`src/djdr_pkg.sv`:
```
// shared constants, types and hat encoder of the joystick reporter
// no dependencies
package djdr_pkg;

    localparam int PIN_COUNT  = 10;
    localparam int PIN_IDX_W  = $clog2(PIN_COUNT);
    localparam int PORT_PINS  = 10;
    localparam int TIME_W     = 32;
    localparam int DEBOUNCE_W = 22;
    localparam int CFG_ADDR_W = 3;
    localparam int CFG_DATA_W = 32;

    localparam logic [DEBOUNCE_W-1:0] DEBOUNCE_RESET = DEBOUNCE_W'(20 * 1000);
    localparam logic [DEBOUNCE_W-1:0] MAX_LOCKOUT    = DEBOUNCE_W'(2500 * 1000);

    // register index, taken from paddr[2]
    localparam logic REG_DEBOUNCE = 1'b0;

    localparam logic [3:0] HAT_CENTER = 4'd0;
    localparam logic [3:0] HAT_N      = 4'd1;
    localparam logic [3:0] HAT_NE     = 4'd2;
    localparam logic [3:0] HAT_E      = 4'd3;
    localparam logic [3:0] HAT_SE     = 4'd4;
    localparam logic [3:0] HAT_S      = 4'd5;
    localparam logic [3:0] HAT_SW     = 4'd6;
    localparam logic [3:0] HAT_W      = 4'd7;
    localparam logic [3:0] HAT_NW     = 4'd8;

    typedef enum logic [2:0] {
        ST_IDLE = 3'b001,
        ST_RUN  = 3'b010,
        ST_DONE = 3'b100
    } t_state;

    typedef struct packed {
        logic [3:0] dir;
        logic       button;
    } t_report;

    // pins: up, down, left, right, button
    function automatic t_report make_report(input logic [4:0] pins);
        t_report rep;
        rep.button = pins[4];
        if (pins[0]) begin
            rep.dir = pins[3] ? HAT_NE : (pins[2] ? HAT_NW : HAT_N);
        end else if (pins[1]) begin
            rep.dir = pins[3] ? HAT_SE : (pins[2] ? HAT_SW : HAT_S);
        end else if (pins[3]) begin
            rep.dir = HAT_E;
        end else if (pins[2]) begin
            rep.dir = HAT_W;
        end else begin
            rep.dir = HAT_CENTER;
        end
        return rep;
    endfunction

endpackage

```
`src/djdr_ram.sv`:
```
// generic single-write, single-read ram with registered read data
// no dependencies
module djdr_ram #(
    parameter int WIDTH = 32,
    parameter int DEPTH = 16
) (
    input  logic                     i_clk,
    input  logic                     i_we,
    input  logic [$clog2(DEPTH)-1:0] i_waddr,
    input  logic [WIDTH-1:0]         i_wdata,
    input  logic                     i_re,
    input  logic [$clog2(DEPTH)-1:0] i_raddr,
    output logic [WIDTH-1:0]         o_rdata
);

    logic [WIDTH-1:0] mem [DEPTH];
    logic [WIDTH-1:0] r_rdata;

    always_ff @(posedge i_clk) begin
        if (i_we) begin
            mem[i_waddr] <= i_wdata;
        end
        if (i_re) begin
            r_rdata <= mem[i_raddr];
        end
    end

    assign o_rdata = r_rdata;

endmodule

```
`src/dual_joystick_debounce_reporter.sv`:
```
// top level of the dual joystick debounce and hat reporter
// depends on djdr_pkg and djdr_ram
//
// usage
// - input channel (i_valid/o_ready): one word per pin sample with the
//   microsecond timestamp, the ten active-low pin levels and the host
//   ready flag of each report channel
// - output channel (o_valid/i_ready): exactly one word per input word, in
//   order: send flag, hat code and button per joystick, and the debounced
//   pressed pins after the sample
// - apb port: register 0 (byte 0) is debounce_us, lockout in us, clipped
//   to 2.5 s when used; pready is tied high
// - lockout deadlines live in a small ram, one entry per pin; the engine
//   sweeps it one pin per cycle (read, then compare and write back)
// - the sweep is bound by the single read port of the deadline ram; a new
//   word starts only once the previous sweep is done
// - a one-word input buffer takes the next sample while the engine works,
//   and the output register holds a finished word while the next is swept
// - a stalled receiver holds the engine in its final state until the
//   output register frees; the input buffer then fills and o_ready drops
// - reset: nothing pressed, no lockout (per-pin valid bits), reports
//   center and released, debounce_us back to 20000; no clearing pass
module dual_joystick_debounce_reporter (
    input  logic                                  i_clk,
    input  logic                                  i_rst_n,
    // configuration
    input  logic                                  psel,
    input  logic                                  penable,
    input  logic                                  pwrite,
    input  logic [djdr_pkg::CFG_ADDR_W-1:0]       paddr,
    input  logic [djdr_pkg::CFG_DATA_W-1:0]       pwdata,
    output logic [djdr_pkg::CFG_DATA_W-1:0]       prdata,
    output logic                                  pready,
    // input words
    input  logic                                  i_valid,
    output logic                                  o_ready,
    input  logic [djdr_pkg::TIME_W-1:0]           i_now_us,
    input  logic [djdr_pkg::PORT_PINS-1:0]        i_pins_low,
    input  logic                                  i_ready_one,
    input  logic                                  i_ready_two,
    // output words
    output logic                                  o_valid,
    input  logic                                  i_ready,
    output logic                                  o_send_one,
    output logic [3:0]                            o_direction_one,
    output logic                                  o_button_one,
    output logic                                  o_send_two,
    output logic [3:0]                            o_direction_two,
    output logic                                  o_button_two,
    output logic [djdr_pkg::PORT_PINS-1:0]        o_pressed_pins
);

    localparam int NP = djdr_pkg::PIN_COUNT;
    localparam int IW = djdr_pkg::PIN_IDX_W;
    localparam int TW = djdr_pkg::TIME_W;
    localparam int DW = djdr_pkg::DEBOUNCE_W;
    localparam int PP = djdr_pkg::PORT_PINS;

    // ---------------- configuration register ----------------
    localparam int CFG_IDX_BIT = 2;

    logic [DW-1:0] r_debounce;
    logic [DW-1:0] r_lock;      // clipped copy used by the engine
    logic          w_cfg_hit;
    logic          w_cfg_wr;

    assign w_cfg_hit = (paddr[CFG_IDX_BIT] == djdr_pkg::REG_DEBOUNCE);
    assign w_cfg_wr  = psel && penable && pwrite && w_cfg_hit;
    assign pready    = 1'b1;
    assign prdata    = w_cfg_hit ? djdr_pkg::CFG_DATA_W'(r_debounce) : '0;

    always_ff @(posedge i_clk) begin
        if (!i_rst_n) begin
            r_debounce <= djdr_pkg::DEBOUNCE_RESET;
            r_lock     <= djdr_pkg::DEBOUNCE_RESET;
        end else if (w_cfg_wr) begin
            r_debounce <= pwdata[DW-1:0];
            r_lock     <= (pwdata[DW-1:0] > djdr_pkg::MAX_LOCKOUT) ?
                          djdr_pkg::MAX_LOCKOUT : pwdata[DW-1:0];
        end
    end

    // ---------------- input buffer ----------------
    logic          r_buf_full;
    logic [TW-1:0] r_buf_now;
    logic [NP-1:0] r_buf_samp;
    logic          r_buf_rdy1;
    logic          r_buf_rdy2;
    logic [NP-1:0] w_sampled;
    logic          w_in_acc;
    logic          w_start;

    // active-low pins to pressed levels; pins beyond the port read released
    always_comb begin
        for (int i = 0; i < NP; i++) begin
            w_sampled[i] = (i < PP) ? ~i_pins_low[i % PP] : 1'b0;
        end
    end

    assign o_ready  = !r_buf_full;
    assign w_in_acc = i_valid && o_ready;

    always_ff @(posedge i_clk) begin
        if (!i_rst_n) begin
            r_buf_full <= 1'b0;
        end else if (w_in_acc) begin
            r_buf_full <= 1'b1;
        end else if (w_start) begin
            r_buf_full <= 1'b0;
        end
    end

    always_ff @(posedge i_clk) begin
        if (w_in_acc) begin
            r_buf_now  <= i_now_us;
            r_buf_samp <= w_sampled;
            r_buf_rdy1 <= i_ready_one;
            r_buf_rdy2 <= i_ready_two;
        end
    end

    // ---------------- sweep engine ----------------
    djdr_pkg::t_state r_state, n_state;
    logic [IW-1:0] r_idx;
    logic          r_wb_v;
    logic [IW-1:0] r_wb_idx;
    logic [TW-1:0] r_now;
    logic [NP-1:0] r_samp;
    logic          r_rdy1;
    logic          r_rdy2;
    logic [NP-1:0] r_pressed, n_pressed;
    logic [NP-1:0] r_dl_valid;   // entry written since reset
    logic          r_out_valid;
    logic          w_out_load;
    logic          w_last;
    logic          w_ram_re;
    logic [TW-1:0] w_rdata;
    logic [TW-1:0] w_deadline;
    logic [TW-1:0] w_remain;
    logic          w_over;
    logic          w_flip;
    logic [TW-1:0] w_new_dl;

    assign w_last     = (r_idx == IW'(NP - 1));
    assign w_out_load = (r_state == djdr_pkg::ST_DONE) && (!r_out_valid || i_ready);
    assign w_start    = r_buf_full &&
                        ((r_state == djdr_pkg::ST_IDLE) || w_out_load);
    assign w_ram_re   = (r_state == djdr_pkg::ST_RUN);

    always_comb begin
        n_state = r_state;
        case (r_state)
            djdr_pkg::ST_IDLE: begin
                if (w_start) n_state = djdr_pkg::ST_RUN;
            end
            djdr_pkg::ST_RUN: begin
                if (w_last) n_state = djdr_pkg::ST_DONE;
            end
            djdr_pkg::ST_DONE: begin
                if (w_out_load) n_state = w_start ? djdr_pkg::ST_RUN : djdr_pkg::ST_IDLE;
            end
            default: n_state = djdr_pkg::ST_IDLE;
        endcase
    end

    // writeback stage: deadline of pin r_wb_idx arrives from the ram
    assign w_deadline = r_dl_valid[r_wb_idx] ? w_rdata : '0;
    assign w_remain   = w_deadline - r_now;
    assign w_over     = (w_deadline == '0) || (w_remain > TW'(djdr_pkg::MAX_LOCKOUT));
    assign w_flip     = r_wb_v && (r_samp[r_wb_idx] ^ r_pressed[r_wb_idx]) && w_over;
    assign w_new_dl   = (r_now + TW'(r_lock)) | TW'(1);

    always_comb begin
        n_pressed = r_pressed;
        if (w_flip) n_pressed[r_wb_idx] = ~r_pressed[r_wb_idx];
    end

    djdr_ram #(
        .WIDTH (TW),
        .DEPTH (NP)
    ) u_deadline_ram (
        .i_clk   (i_clk),
        .i_we    (w_flip),
        .i_waddr (r_wb_idx),
        .i_wdata (w_new_dl),
        .i_re    (w_ram_re),
        .i_raddr (r_idx),
        .o_rdata (w_rdata)
    );

    always_ff @(posedge i_clk) begin
        if (!i_rst_n) begin
            r_state    <= djdr_pkg::ST_IDLE;
            r_idx      <= '0;
            r_wb_v     <= 1'b0;
            r_pressed  <= '0;
            r_dl_valid <= '0;
        end else begin
            r_state   <= n_state;
            r_wb_v    <= w_ram_re;
            r_pressed <= n_pressed;
            if (w_flip) r_dl_valid[r_wb_idx] <= 1'b1;
            if (w_start) begin
                r_idx <= '0;
            end else if (w_ram_re && !w_last) begin
                r_idx <= r_idx + IW'(1);
            end
        end
    end

    always_ff @(posedge i_clk) begin
        r_wb_idx <= r_idx;
        if (w_start) begin
            r_now  <= r_buf_now;
            r_samp <= r_buf_samp;
            r_rdy1 <= r_buf_rdy1;
            r_rdy2 <= r_buf_rdy2;
        end
    end

    // ---------------- report and output register ----------------
    logic [PP-1:0]     w_pad;
    djdr_pkg::t_report w_rep1, w_rep2;
    djdr_pkg::t_report r_sent1, r_sent2;
    logic              w_send1, w_send2;

    // pressed state on the port's ten bits; the last writeback is included
    always_comb begin
        for (int j = 0; j < PP; j++) begin
            w_pad[j] = (j < NP) ? n_pressed[j % NP] : 1'b0;
        end
    end

    assign w_rep1  = djdr_pkg::make_report(w_pad[4:0]);
    assign w_rep2  = djdr_pkg::make_report(w_pad[9:5]);
    assign w_send1 = (w_rep1 != r_sent1) && r_rdy1;
    assign w_send2 = (w_rep2 != r_sent2) && r_rdy2;

    always_ff @(posedge i_clk) begin
        if (!i_rst_n) begin
            r_out_valid <= 1'b0;
            r_sent1     <= '0;
            r_sent2     <= '0;
        end else if (w_out_load) begin
            r_out_valid <= 1'b1;
            if (w_send1) r_sent1 <= w_rep1;
            if (w_send2) r_sent2 <= w_rep2;
        end else if (i_ready) begin
            r_out_valid <= 1'b0;
        end
    end

    always_ff @(posedge i_clk) begin
        if (w_out_load) begin
            o_send_one      <= w_send1;
            o_direction_one <= w_rep1.dir;
            o_button_one    <= w_rep1.button;
            o_send_two      <= w_send2;
            o_direction_two <= w_rep2.dir;
            o_button_two    <= w_rep2.button;
            o_pressed_pins  <= w_pad;
        end
    end

    assign o_valid = r_out_valid;

endmodule

```
`config.mk`:
```
export PLATFORM = sky130hd
export DESIGN_NAME = dual_joystick_debounce_reporter
export DESIGN_NICKNAME = d
export VERILOG_FILES = /design/src/djdr_pkg.sv /design/src/djdr_ram.sv /design/src/dual_joystick_debounce_reporter.sv
export SDC_FILE = /design/constraint.sdc
export NUM_CORES = 1
export LEC_CHECK = 0
export ABC_CLOCK_PERIOD_IN_PS = 6600
export BUFFER_PORTS_ARGS = -buffer_cell sky130_fd_sc_hd__buf_2
export CORE_ASPECT_RATIO = 2
export CORE_MARGIN = 8
export CORE_UTILIZATION = 35
export DETAILED_ROUTE_END_ITERATION = 8
export PLACE_DENSITY = 0.61
export SYNTH_ARGS = -nofsm -noshare
export SYNTH_HDL_FRONTEND = slang
export SYNTH_SLANG_ARGS = --single-unit
```
`constraint.sdc`:
```
create_clock -name i_clk -period 6.6 [get_ports i_clk]
set_input_delay 0.66 -clock i_clk [delete_from_list [all_inputs] [get_ports i_clk]]
set_output_delay 0.66 -clock i_clk [all_outputs]
set_load 0.01 [all_outputs]
```
==> qor.txt, run 1 <==
post-synthesis instance total: 1,672
post-route ant nets: 0
grt total ovfl: 0
ys flop type: edfxtp_1
Ys Warns: 0
Hold Slack: 0.228 ns
HPWL after detailed placement: 40,500 microns
required time of the worst setup path: 6.94 ns
Buffers on Ports: 119
Crit-path slowest cell: or4_4
Max Slew Vio Count: 0
CTS max path bufs: 3
Final Hold Vio Count: 0
Pre-Repair DR Iteration Count: 5
Setup WS post-layout: 0.222 ns
Startpoint Class: flip-flop
WL/cell: 21.2 microns
number of flops mapped to enable cells by yosys: 449
CP Max Fanout: 17
H-tree depth: 2
Max-Cap Viols: 0
final critical-path share of the clock period: 96.6%
most frequent cells in the layout: edfxtp_1 (449), buf_4 (158), buf_2 (119)
static leakage: 0.0100 uW
Worst-Margin Slew: 1.31 ns
crit path time final: 6.38 ns
gpl congestion: 0.875
clock-pin transition on the worst setup and hold timing paths: 0.07 ns
PD cells: 252 nW/um^2
CP top delay family: simple AND/OR/NAND/NOR gates
# IOs: 143
Synth Area per Inst: 14.1 sq um
sequential share of the synthesized area: 64.6%
CTS Buf Count: 49
core area: 66,700 sq um
row cnt: 134
Hold WC Path Type: input pin to flip-flop
Starting Density: 35.4%
f_max: 157 MHz
Syn Std Cell Area: 23,600 sq um
DIE HEIGHT: 383 microns
pre-CTS worst setup slack: -0.138 ns
Setup Viol. Count Final: 0
Clk Latency, worst-skew pair: 0.60 ns
Critical Path Sink Type: flip-flop
initial antenna violation count: 2
largest net degree at the start of global routing: 87
commonest non-fill, non-tap cell in the layout: edfxtp_1
proportion of layout cells with a drive suffix above 1: 24.9%
Worst EP arrival: 6.72 ns
Remaining DRCs: 0
clock root cell: clkbuf_16
DR vias: 14,800
# nets final: 2,067
Max IR drop VDD: 0.000211 V
critical-path cell list: mux4_2 > a22oi_2 > o21ai_2 > buf_12 > and2_1 > ha_1 > buf_4 > and4_1 > a221o_1 > o2bb2ai_4 > nor3b_4 > o21ai_1 > o211ai_1 > o311ai_2 > or4_4 > or4_4 > and4_4 > mux2i_4 > inv_2 > or4_1 > o31ai_1 > a31oi_1 > buf_4 > o31a_1
outcome: completed
Synth Register Bits: 537
RSZ-0062 raised after global routing: true
antenna cells: 0
final WL: 60,500 microns
Slew headroom: 11.7%
Layout Cells excl Fill: 2,849
CTS Sinks: 537
Setup TNS: 0 ns
Die W: 200 microns
delay of the slowest critical-path stage: 0.53 ns
Setup CP Type: flip-flop to flip-flop
first-pass GRT wire length: 91,300 microns
worst clock skew: 0.0239 ns
Area Overhead vs Synth: 19.0%
Unique masters post-synth: 76
placed cells: 2,756
TritonCTS clock tree: done
vias in the first global route: 15,700
vias per cell: 5.20
# hold bufs at CTS: 0
GR Util All Layers: 15.6%
final design utilization: 42.1%
Die Footprint: 76,500 sq um
Initial DRC Count: 750
Buffers & Inverters on Critical Path: 4
fraction of registers with async set/reset: 0%
registers in the layout, indices dropped and copies added, names as in the netlist, 3 cells and up:
| register | count |
|---|---|
| o_direction_one | 4 |
| o_direction_two | 4 |
| o_pressed_pins | 9 |
| r_buf_now | 32 |
| r_buf_samp | 10 |
| r_debounce | 22 |
| r_dl_valid | 10 |
| r_idx | 4 |
| r_lock | 22 |
| r_now | 32 |
| r_pressed | 10 |
| r_samp | 10 |
| r_sent1 | 5 |
| r_sent2 | 5 |
| r_state | 3 |
| r_wb_idx | 4 |
| u_deadline_ram.mem | 310 |
| u_deadline_ram.o_rdata | 31 |
path summary, 6_finish.rpt:
check        slack, ns       endpoint         start  cells after the start
max               0.22     o_send_two   r_wb_idx[0]                     24
min               0.23  r_buf_now[10]  i_now_us[10]                      1
max reg2reg       0.22     o_send_two   r_wb_idx[0]                     24
min reg2reg       0.42       r_now[4]  r_buf_now[4]                      0
power by group:
| part | internal (uW) | switching, uW | total, uW |
|---|---|---|---|
| logic | 135 | 265 | 400 |
| registers | 3770 | 28.6 | 3800 |
| clock network | 1600 | 1280 | 2880 |
| total | 5500 | 1570 | 7080 |
per-stage QoR:
| step | power [uW] | instance area (sq um) |
|---|---|---|
| 6_report | 7080 | 28100 |
| 2_1_floorplan | 4080 | 23700 |
| 4_1_cts | 7150 | 27900 |
| 3_3_place_gp | 4250 | 26200 |
| 3_5_place_dp | 4270 | 26200 |
| 5_1_grt | 7300 | 28100 |
cell families after synthesis:
kind of cell    synth area share (%)
simple gates                    9.75
compound gates                  8.92
fa+ha+maj                       3.03
mux                             8.75
xor+xnor                        2.15
flops                           64.6
other cells                   0.0318
buf+inv                         2.80
worst register-to-register path: stages, from the launching register on:
cell and delay (ns):
dfxtp_4 0.37, mux4_2 0.50, a22oi_2 0.19, o21ai_2 0.10, buf_12 0.16, and2_1 0.18
ha_1 0.29, buf_4 0.18, and4_1 0.19, a221o_1 0.38, o2bb2ai_4 0.20, nor3b_4 0.22
o21ai_1 0.09, o211ai_1 0.24, o311ai_2 0.17, or4_4 0.53, or4_4 0.51, and4_4 0.23
mux2i_4 0.17, inv_2 0.07, or4_1 0.46, o31ai_1 0.08, a31oi_1 0.16, buf_4 0.17
o31a_1 0.30
layer usage:
layer  vias to the layer above  GRT usage, %  routed length (microns)
met4                         4          7.26                     2780
met2                       380          30.1                    33700
met5                         -             0                       27
li1                       6828             -                        -
met1                      7474          16.3                    21800
met3                       131          1.95                     2200
cells in the mapped netlist (all sizes together), types with 16 or more instances:
master	count	area, sq um
mux2i	51	536
clkbuf	53	199
xor2	18	158
buf	35	191
nand2	111	417
ha	54	676
o21ai	36	180
mux4	68	1530
a211oi	41	313
and2	48	300
nand4	19	125
xnor2	40	350
a21oi	79	395
nand3	36	180
nor2	55	206
a21boi	28	210
edfxtp	449	13500
nor2b	81	507
inv	71	267
dfxtp	88	1760
o21a	16	120
final cells by class:
cell class / count / area [sq um]
repair buffers: 281 / 1840
well taps: 884 / 1110
flip-flops and latches: 537 / 15300
clock inverters: 31 / 357
multi-input cells: 984 / 7980
inverters: 72 / 270
clock buffers: 60 / 1280
fillers: 6246 / 38600
repair_timing:
item                       in CTS  in global routing
pin swaps                       2                 19
buffers inserted                2                  1
setup endpoints to repair      10                 12
resized for setup               8                 34
Note: power is estimated with default switching activity, not from simulation.
==> inputs of run 2 (changes only) <==
PLACE_DENSITY = not set   (was 0.61)
PLACE_DENSITY_LB_ADDON = 0.2   (was not set)
==> qor.txt, run 2 (synthesis gave the netlist of run 1 again) <==
outcome: completed (unchanged)
final WL: 59,600 microns (was 60,500 microns)
Layout Cells excl Fill: 2,857 (was 2,849)
first-pass GRT wire length: 89,700 microns (was 91,300 microns)
CP Max Fanout: 7 (was 17)
vias per cell: 5.07 (was 5.20)
Hold Slack: 0.229 ns (was 0.228 ns)
Max Slew Vio Count: 0 (unchanged)
CP startpoint: r_wb_idx[0] (unchanged)
# IOs: 143 (unchanged)
delay of the slowest critical-path stage: 0.65 ns (was 0.53 ns)
Pre-Repair DR Iteration Count: 7 (was 5)
clock root cell: clkbuf_16 (unchanged)
Slew headroom: 34.7% (was 11.7%)
commonest non-fill, non-tap cell in the layout: edfxtp_1 (unchanged)
Critical Path Sink Type: flip-flop (unchanged)
static leakage: 0.0101 uW (was 0.0100 uW)
M1 GR Usage: 16.6% (was 16.3%)
largest net degree at the start of global routing: 93 (was 87)
# nets final: 2,077 (was 2,067)
Worst EP arrival: 7.07 ns (was 6.72 ns)
clock-pin transition on the worst setup and hold timing paths: 0.07 ns (about the same)
Max IR drop VDD: 0.000201 V (was 0.000211 V)
Worst-Margin Slew: 0.973 ns (was 1.31 ns)
Hold WC Path Type: input pin to flip-flop (unchanged)
Initial DRC Count: 661 (was 750)
Final Hold Vio Count: 0 (unchanged)
FF-to-FF path depth: 23 (was 24)
Crit-path slowest cell: or4_4 (unchanged)
Setup Viol. Count Final: 0 (unchanged)
vias in the first global route: 15,300 (was 15,700)
proportion of layout cells with a drive suffix above 1: 26.9% (was 24.9%)
PD cells: 248 nW/um^2 (was 252 nW/um^2)
post-route ant nets: 0 (unchanged)
Max-Cap Viols: 0 (unchanged)
TritonCTS clock tree: done (unchanged)
row cnt: 134 (unchanged)
Setup TNS: 0 ns (unchanged)
DR vias: 14,500 (was 14,800)
most frequent cells in the layout: edfxtp_1 (449), buf_4 (163), buf_2 (119) (was edfxtp_1 (449), buf_4 (158), buf_2 (119))
HPWL after detailed placement: 39,700 microns (was 40,500 microns)
Clk Latency, worst-skew pair: 0.60 ns (about the same)
total power draw: 7060 uW (was 7080 uW)
RR Startpoint: r_wb_idx[0] (unchanged)
Startpoint Class: flip-flop (unchanged)
CTS max path bufs: 3 (unchanged)
gpl congestion: 0.926 (was 0.875)
crit path time final: 6.58 ns (was 6.38 ns)
final critical-path share of the clock period: 99.8% (was 96.6%)
f_max: 152 MHz (was 157 MHz)
Setup CP Type: flip-flop to flip-flop (unchanged)
Die Footprint: 76,500 sq um (unchanged)
Buffers on Ports: 119 (unchanged)
grt met3 use: 1.55% (was 1.95%)
# fillers: 6,238 (was 6,246)
CTS Sinks: 537 (unchanged)
Remaining DRCs: 0 (unchanged)
worst clock skew: 0.0424 ns (was 0.0239 ns)
Die W: 200 microns (unchanged)
GRT met2 Usage: 30.0% (was 30.1%)
cell mode on critical path: or4_4
antenna cells: 0 (unchanged)
Area Overhead vs Synth: 20.5% (was 19.0%)
placed cells: 2,764 (was 2,756)
H-tree depth: 2 (unchanged)
hold path start: i_ready_two (was i_now_us[10])
critical-path cell list: mux4_2 > a22oi_2 > buf_6 > o21ai_4 > and2_4 > ha_4 > nand4_1 > or4_4 > a211oi_4 > o21bai_2 > a31oi_2 > nor4b_2 > a211o_1 > or4_4 > or4_4 > and4b_4 > mux2i_4 > inv_2 > or4_4 > o31ai_4 > a31oi_4 > o31a_1 > mux2i_1 (was mux4_2 > a22oi_2 > o21ai_2 > buf_12 > and2_1 > ha_1 > buf_4 > and4_1 > a221o_1 > o2bb2ai_4 > nor3b_4 > o21ai_1 > o211ai_1 > o311ai_2 > or4_4 > or4_4 > and4_4 > mux2i_4 > inv_2 > or4_1 > o31ai_1 > a31oi_1 > buf_4 > o31a_1)
required time of the worst setup path: 7.08 ns (was 6.94 ns)
max reg flops: 310 (unchanged)
grt peak-use layer: met2 (unchanged)
initial antenna violation count: 0 (was 2)
grt total ovfl: 0 (unchanged)
CTS Buf Count: 48 (was 49)
WL/cell: 20.9 microns (was 21.2 microns)
Largest Register: u_deadline_ram.mem (unchanged)
top flop regs: u_deadline_ram.mem x310, r_buf_now x32, r_now x32 (unchanged)
final design utilization: 42.6% (was 42.1%)
DIE HEIGHT: 383 microns (unchanged)
Starting Density: 35.4% (unchanged)
worst hold stages: 1 (unchanged)
# hold bufs at CTS: 0 (unchanged)
RSZ-0062 raised after global routing: true (unchanged)
core area: 66,700 sq um (unchanged)
GR Util All Layers: 15.4% (was 15.6%)
run 2: layer usage:
layer	share of wire [%]	routed length, microns
met2	56	33300
met3	2.9	1730
met1	38	22500
met4	3.5	2100
met5	0	0
run 2: final cells by class:
type	count	area, sq um	share of cell area [%]
inverters	72	270	0.950
well taps	884	1110	3.89
repair buffers	291	1960	6.90
flip-flops and latches	537	15300	53.6
clock inverters	28	349	1.23
clock buffers	60	1270	4.45
multi-input cells	985	8240	29.0
run 2: report_power, final:
group	switching [uW]	internal [uW]	leakage (uW)	total, uW
logic	251	136	0.00450	388
clock network	1290	1590	0.000780	2880
registers	28.8	3770	0.00480	3790
run 2: worst paths after layout:
path / slack [ns] / end
min: 0.23 / r_buf_rdy2
max: 0.02 / r_sent2[4]
min reg2reg: 0.41 / r_rdy1
max reg2reg: 0.02 / r_sent2[4]
run 2: worst max-delay path, delay by kind of cell (launching register included):
kind,cells,cell delay (ns)
fa+ha+maj,1,0.26
simple gates,8,2.88
compound gates,9,1.87
buf+inv,2,0.25
flops,1,0.39
mux,3,0.84
run 2: timing repair:
item,4_1_cts,5_1_grt
buffers inserted,3,2
hold endpoints to repair,0,0
cloned,1,0
gates resized for setup,21,64
setup endpoints to repair,12,10
pin swaps,8,31
run 2: per-stage QoR:
step / setup WS (ns) / instance area (sq um)
after CTS: 0.0135 / 28100
after detailed placement: -0.436 / 26300
after global placement: -0.385 / 26300
final: 0.0153 / 28500
after global routing: -0.258 / 28500
after floorplan: -0.0356 / 23700
